$ cat src/ntc_pkg.sv
`timescale 1ns / 1ps
package ntc_pkg;

  localparam int SAMPLES = 10;
  localparam int SMP_W   = $clog2(SAMPLES + 1);
  localparam int SUM_W   = 18;
  localparam int CNT_W   = 6;
  localparam int IDX_W   = 3;
  localparam int CFG_W   = 24;
  localparam int PR_W    = 24 + SUM_W;      // resistor times reading
  localparam int E_W     = $clog2(PR_W);    // integer part of log2
  localparam int LOG_W   = E_W + 32;        // log2 in Q32
  localparam int LN_W    = LOG_W + 1;       // ln magnitude in Q32
  localparam int DVD_W   = 48;
  localparam int DVS_W   = 40;
  localparam int TC_W    = 34;              // centi-C Q8, +-2^32
  localparam int PRD_W   = TC_W + 17;
  localparam int S_W     = PRD_W - 16;
  localparam int RQ_W    = 14;
  localparam int MEAN_SH = 28;              // mean reciprocal shift
  localparam int TEN_SH  = 22;              // tenth reciprocal shift

  localparam logic [31:0]       LN2_Q32     = 32'd2977044472;
  localparam logic [23:0]       INV_NOM_Q32 = 24'((64'd100 << 32) / 64'd29815);
  localparam logic [46:0]       T_NUM       = 47'd100 << 40;
  localparam logic [22:0]       KC_OFS      = 23'd6992640;       // 273.15 K in centi Q8
  localparam logic [17:0]       RND_OFS     = 18'd65540;         // 10 * 6554
  localparam logic [18:0]       TEN_RCP     = 19'd419431;        // ceil(2^22 / 10)
  localparam logic [28:0]       MEAN_RCP    =
    29'(((64'd1 << MEAN_SH) + 64'(SAMPLES) - 64'd1) / 64'(SAMPLES));
  localparam logic [TC_W-1:0]   TC_CLAMP    = TC_W'(64'd1 << 32);
  localparam logic [SUM_W-1:0]  LO_LIM      = SUM_W'(10 * SAMPLES);

  typedef enum logic [IDX_W-1:0] {
    REG_SERIES  = 3'd0,
    REG_NOMINAL = 3'd1,
    REG_BETA    = 3'd2,
    REG_SCALE   = 3'd3,
    REG_REVERSE = 3'd4,
    REG_ROUND   = 3'd5,
    REG_FULL    = 3'd6
  } reg_e;

  typedef enum logic [3:0] {
    CMD_NOP, CMD_ACC, CMD_PRA, CMD_PRB, CMD_RES_GO, CMD_MEAN_GO, CMD_LOGA_GO,
    CMD_LOGB_GO, CMD_LNH, CMD_LNL, CMD_Q_GO, CMD_T_GO, CMD_T_CLAMP, CMD_MUL,
    CMD_RND_GO, CMD_EMIT
  } cmd_e;

  typedef enum logic [4:0] {
    ST_IDLE, ST_CHK, ST_PRB, ST_RES, ST_RES_W, ST_MEAN, ST_LOGA,
    ST_LOGA_W, ST_LOGB, ST_LOGB_W, ST_LNH, ST_LNL, ST_Q, ST_Q_W, ST_TSEL,
    ST_T_W, ST_MUL, ST_RND, ST_EMIT
  } st_e;

  typedef enum logic [1:0] {DS_RES, DS_Q, DS_T} div_sel_e;

  typedef enum logic [1:0] {LG_IDLE, LG_NORM, LG_SQ} lg_ph_e;

  typedef struct packed {
    cmd_e op;
  } cmd_t;

  typedef struct packed {
    logic last;
    logic in_win;
    logic inv_pos;
    logic rnd;
    logic div_done;
    logic log_done;
    logic out_free;
  } stat_t;

endpackage

$ cat src/ntc_ctrl.sv
`timescale 1ns / 1ps
module ntc_ctrl (
  input  logic           clk_i,
  input  logic           rst_ni,
  input  logic           in_valid_i,
  input  ntc_pkg::stat_t stat_i,
  output ntc_pkg::cmd_t  cmd_o,
  output logic           busy_o
);
  import ntc_pkg::*;

  st_e st_q, st_d;

  always_ff @(posedge clk_i or negedge rst_ni) begin
    if (!rst_ni) begin
      st_q <= ST_IDLE;
    end else begin
      st_q <= st_d;
    end
  end

  always_comb begin
    st_d      = st_q;
    cmd_o.op  = CMD_NOP;
    case (st_q)
      ST_IDLE: begin
        if (in_valid_i) begin
          cmd_o.op = CMD_ACC;
          if (stat_i.last) st_d = ST_CHK;
        end
      end
      ST_CHK: begin
        if (stat_i.in_win) begin
          cmd_o.op = CMD_PRA;
          st_d     = ST_PRB;
        end else begin
          st_d = ST_EMIT;
        end
      end
      ST_PRB: begin
        cmd_o.op = CMD_PRB;
        st_d     = ST_RES;
      end
      ST_RES: begin
        cmd_o.op = CMD_RES_GO;
        st_d     = ST_RES_W;
      end
      ST_RES_W: if (stat_i.div_done) st_d = ST_MEAN;
      ST_MEAN: begin
        cmd_o.op = CMD_MEAN_GO;
        st_d     = ST_LOGA;
      end
      ST_LOGA: begin
        cmd_o.op = CMD_LOGA_GO;
        st_d     = ST_LOGA_W;
      end
      ST_LOGA_W: if (stat_i.log_done) st_d = ST_LOGB;
      ST_LOGB: begin
        cmd_o.op = CMD_LOGB_GO;
        st_d     = ST_LOGB_W;
      end
      ST_LOGB_W: if (stat_i.log_done) st_d = ST_LNH;
      ST_LNH: begin
        cmd_o.op = CMD_LNH;
        st_d     = ST_LNL;
      end
      ST_LNL: begin
        cmd_o.op = CMD_LNL;
        st_d     = ST_Q;
      end
      ST_Q: begin
        cmd_o.op = CMD_Q_GO;
        st_d     = ST_Q_W;
      end
      ST_Q_W: if (stat_i.div_done) st_d = ST_TSEL;
      ST_TSEL: begin
        if (stat_i.inv_pos) begin
          cmd_o.op = CMD_T_GO;
          st_d     = ST_T_W;
        end else begin
          cmd_o.op = CMD_T_CLAMP;
          st_d     = ST_MUL;
        end
      end
      ST_T_W: if (stat_i.div_done) st_d = ST_MUL;
      ST_MUL: begin
        cmd_o.op = CMD_MUL;
        st_d     = stat_i.rnd ? ST_RND : ST_EMIT;
      end
      ST_RND: begin
        cmd_o.op = CMD_RND_GO;
        st_d     = ST_EMIT;
      end
      ST_EMIT: begin
        if (stat_i.out_free) begin
          cmd_o.op = CMD_EMIT;
          st_d     = ST_IDLE;
        end
      end
      default: st_d = ST_IDLE;
    endcase
  end

  assign busy_o = (st_q != ST_IDLE);

endmodule

$ cat config.mk
export PLATFORM = sky130hd
export DESIGN_NAME = ntc_ctrl
export DESIGN_NICKNAME = d
export VERILOG_FILES = /design/src/ntc_pkg.sv /design/src/ntc_ctrl.sv
export SDC_FILE = /design/constraint.sdc
export NUM_CORES = 1
export LEC_CHECK = 0
export BUFFER_PORTS_ARGS = -buffer_cell sky130_fd_sc_hd__buf_2
export CORE_AREA = 2 2 39 41
export DETAILED_ROUTE_END_ITERATION = 10
export DIE_AREA = 0 0 41 43
export PLACE_DENSITY = 0.76
export SYNTH_ARGS = -nofsm -noshare
export SYNTH_HDL_FRONTEND = slang
export SYNTH_SLANG_ARGS = --single-unit
$ cat constraint.sdc
create_clock -name clk_i -period 4.8 [get_ports clk_i]
set_clock_uncertainty 0.15 [all_clocks]
set_input_delay 0.24 -clock clk_i [delete_from_list [all_inputs] [get_ports clk_i]]
set_output_delay 0.24 -clock clk_i [all_outputs]
set_load 0.02 [all_outputs]
# Word level (Yosys, flattened, before mapping)
# Cells that the tools add are included.
dict set report op_classes {
  eq_ne 26
  mul 0
  n_reduce_logical 3
  magnitude_cmp 0
  mux 17
  bitwise_logic 0
  n_shift 0
  n_addsub 0
  div 0
}
# cell n
set op_table {}
lappend op_table {{$pmux 5 s19} 1}
lappend op_table {{$pmux 4 s14} 1}
lappend op_table {{$mux 5} 10}
lappend op_table {{$eq 5x4->1 const B} 8}
lappend op_table {{$eq 5x3->1 const B} 4}
lappend op_table {{$ne 2x2->1 const B} 8}
lappend op_table {{$eq 5x5->1 const B} 3}
lappend op_table {{$eq 5x2->1 const B} 2}
lappend op_table {{$reduce_and 8->1} 1}
lappend op_table {{$eq 5x1->1 const B} 1}
lappend op_table {{$logic_not 5->1} 1}
lappend op_table {{$reduce_bool 5->1} 1}
lappend op_table {{$mux 2} 2}
lappend op_table {{$mux 4} 1}
lappend op_table {{$mux 3} 1}
lappend op_table {{$mux 1} 1}
dict set report totals {
  word_cells 47
  latchBits 0
  mem_count 0
  in_bits 10
  reg_bits 5
  mem_bits_ro 0
  ramBits 0
}

# Depth between registers and ports, before layout
dict set report depth {
  ltp_word 3
  depth_mapped 6
  mapped_depth_nobuf 5
}

# Worst setup path after synthesis
# Ideal clock, no wire load.
dict set report synth_timing {
  path_kind {register to output}
  startpoint {register st_q[2]}
  endpoint {output port cmd_o[1] (netlist name)}
  setup_slack_ns 2.665
  stages_incl_launch_ff 7
  required_time_ns 4.410
  arrival_time_ns 1.745
  path_cell_list {dfrtp_1 buf_4 clkbuf_1 nand2_1 nand2_1 a22oi_1 o311ai_0}
}
# item line_no
set synth_lines {}
lappend synth_lines {{start: declaration} ntc_ctrl.sv:12} ;# st_e st_q, st_d;
lappend synth_lines {{start signal: assignment} ntc_ctrl.sv:18} ;# st_q <= st_d;
lappend synth_lines {{end: declaration} ntc_ctrl.sv:7} ;# output ntc_pkg::cmd_t cmd_o,

==> out/metrics.yaml <==
rows: 14
syn_nets: 100
portBuffers: 14
path_class: "reg2out"
coreArea_sq_um: 1380
first_iter_violations: 15
status: "complete, no violations"
drive_above_1_share: 0.223
synth_edf_count: 0
post-route-min-period_ns: 2.35
fmax_mhz: 426
seqCellArea_sq_um: 125
p_per_area_nw_per_um2: 679
endpoint_kind: "output pin"
drt-pass1-iter-count: 4
cp_data_required_time_ns: 4.41
power_uw: 516
slowest_stage: "dfrtp_1"
synth_warnings: 0
ant_nets: 0
antenna_found_initial: 0
pwr-share-seq: 0.258
worst_pin_slew_ns: 0.580
cp.arrival_ns: 1.96
cts_sinks: 5
nets: 114
gp_congestion: 0.857
via_count: 743
max_stage_delay_ns: 0.59
critical_path.cell_chain: "clkinv_1, nor2_1, nand3_1, a21o_1, nand3_1, buf_2"
fin_setup_tns_ns: 0
die_h_microns: 43
grt_pass1_vias: 663
rsz0062_at_grt: "false"
clock_latency_ns: 0.24
postCtsSetupRepairBufs: 0
p_sw_uw: 272
area_growth_pct: 14.7
fin_crit_sh: 0.489
cts-root-buf: "clkbuf_4"
remaining_drc_errors: 0
die_area_sq_um: 1760
clkPwrFrac: 0.094
largest_register: "st_q"
start_kind: "flop"
yosysUniqueCellTypes: 44
overflow: 0
grt_first_pass_wirelength_microns: 2940
synthTopCellsByCount: "nand2_1, nor2_1, o21ai_0, dfrtp_1"
cts_resized: 0
dieWidth_microns: 41
critPathMostFrequentCell: "nand3_1"
worst_ir_drop_vdd_mv: 0.304
cts-buffers-inserted: 3
antenna_cells: 0
synth.area.top_cells: "dfrtp_1, o21ai_0, a21o_1"
cts.path.max_buffers: 2
synth_seq_cells: 5
avgRoutedWirePerCell_microns: 14.3
grt_usage: 0.233
synthFlopType: "dfrtp_1"
reg.largest.list: "st_q (5)"
leakage_uw: 0.000328
finalHoldViolCount: 0
hp-class: "in2reg"
p_comb_frac: 0.648
relSlewSlack: 0.613
avgSynthCellArea_sq_um: 7.37
grt_max_degree: 19
async_reset_ff_frac: 1.00
slew_viol_final: 0
h-tree-depth: 1
setup_violations: 0
syn_area_sq_um: 663
cts_tree: "built"
p_int_uw: 245
multi_input_area_sq_um: 490
worst-path-max-fanout: 14
start_util: 0.479
ys_seq_area_frac: 0.189
synth_top_area_frac: 0.189
syn_inst: 90
clk_pin_slew_ns: 0.04
largest_reg_flops: 5
dp_hpwl_microns: 1230
drt-vias-per-instance: 6.24
synth_top_area_cell: "dfrtp_1"
totalWireLength_microns: 1700
maxCapViolations: 0
io_pins: 15
nFillCells: 149
p_sw_frac: 0.526
-- cells in the final DEF, fill, tap and decap left out, types with 2 or more instances in the layout --
cell	instances
dfrtp_1	5
nor2b_1	2
buf_2	14
a21oi_1	4
nand2b_1	4
clkbuf_4	3
nand3b_1	2
or3_1	3
a21o_1	4
nand3_1	4
a22oi_1	2
nor2_1	7
and3_1	2
nand2_1	7
o21ai_0	7
inv_1	4
-- cell families after synthesis --
group | share of synthesized area
buffers and inverters | 0.0717
XOR/XNOR | 0.0132
multiplexers | 0.0377
flip-flops | 0.189
AND/OR/NAND/NOR | 0.304
AO/OA/AOI/OAI | 0.385
-- worst paths after layout --
| check | start | to | slack [ns] | cells after the start |
|---|---|---|---|---|
| setup / recovery | st_q[3]$_DFFE_PN0P_ | cmd_o[0] | 2.45 | 6 |
| hold / removal | stat_i[0] | st_q[4]$_DFFE_PN0P_ | 0.13 | 2 |
| setup reg to reg | st_q[3]$_DFFE_PN0P_ | st_q[2]$_DFFE_PN0P_ | 2.58 | 5 |
| hold reg to reg | st_q[3]$_DFFE_PN0P_ | st_q[3]$_DFFE_PN0P_ | 0.61 | 1 |
| max in group asynchronous | rst_ni | st_q[3]$_DFFE_PN0P_ | 4.18 | 2 |
| min in group asynchronous | rst_ni | st_q[1]$_DFFE_PN0P_ | 0.19 | 2 |
-- power groups by stage --
stage          combinational [uW]  sequential, uW  clock [uW]
2_1_floorplan                 316            75.7           0
3_3_place_gp                  327             131           0
3_5_place_dp                  333             132           0
4_1_cts                       335             131        50.4
5_1_grt                       372             141        52.8
6_report                      335             133        48.6
-- metal layers --
layer	up-vias	part of all wire	global-route usage
met3	0	0.050	0.0314
met5	-	0	0
met4	0	0	0.0400
met1	353	0.46	0.333
li1	363	-	-
met2	27	0.49	0.363
-- metrics by stage --
stage / cell area (sq um) / hold WS [ns] / worst slack [ns] / cells / util
4_1_cts: 761 / 0.117 / 2.46 / 119 / 0.550
2_1_floorplan: 663 / -0.206 / 2.67 / 90 / -
3_3_place_gp: 724 / -0.0950 / 2.69 / 114 / 0.524
3_5_place_dp: 724 / -0.0941 / 2.61 / 114 / 0.524
6_report: 761 / 0.134 / 2.45 / 119 / 0.550
5_1_grt: 761 / 0.127 / 2.20 / 119 / 0.550
-- worst max-delay path: cells and delay by family, from the launching register on --
kind	cells	cell delay (ns)
compound gates	1	0.19
buf+inv	2	0.44
flops	1	0.59
simple gates	3	0.50
-- final cells by class --
class                           count  area share
Clock buffer                        4      0.0345
Tap cell                           16      0.0263
Sequential cell                     5       0.164
Inverter                            5      0.0247
Multi-Input combinational cell     74       0.645
Timing Repair Buffer               15       0.105
-- what timing repair did --
item / CTS / global route
hold buffers: 1 / 0
setup endpoints to repair: 0 / 0
endpoints found under the hold margin: 5 / 0
Note: power is estimated with default switching activity, not from simulation.
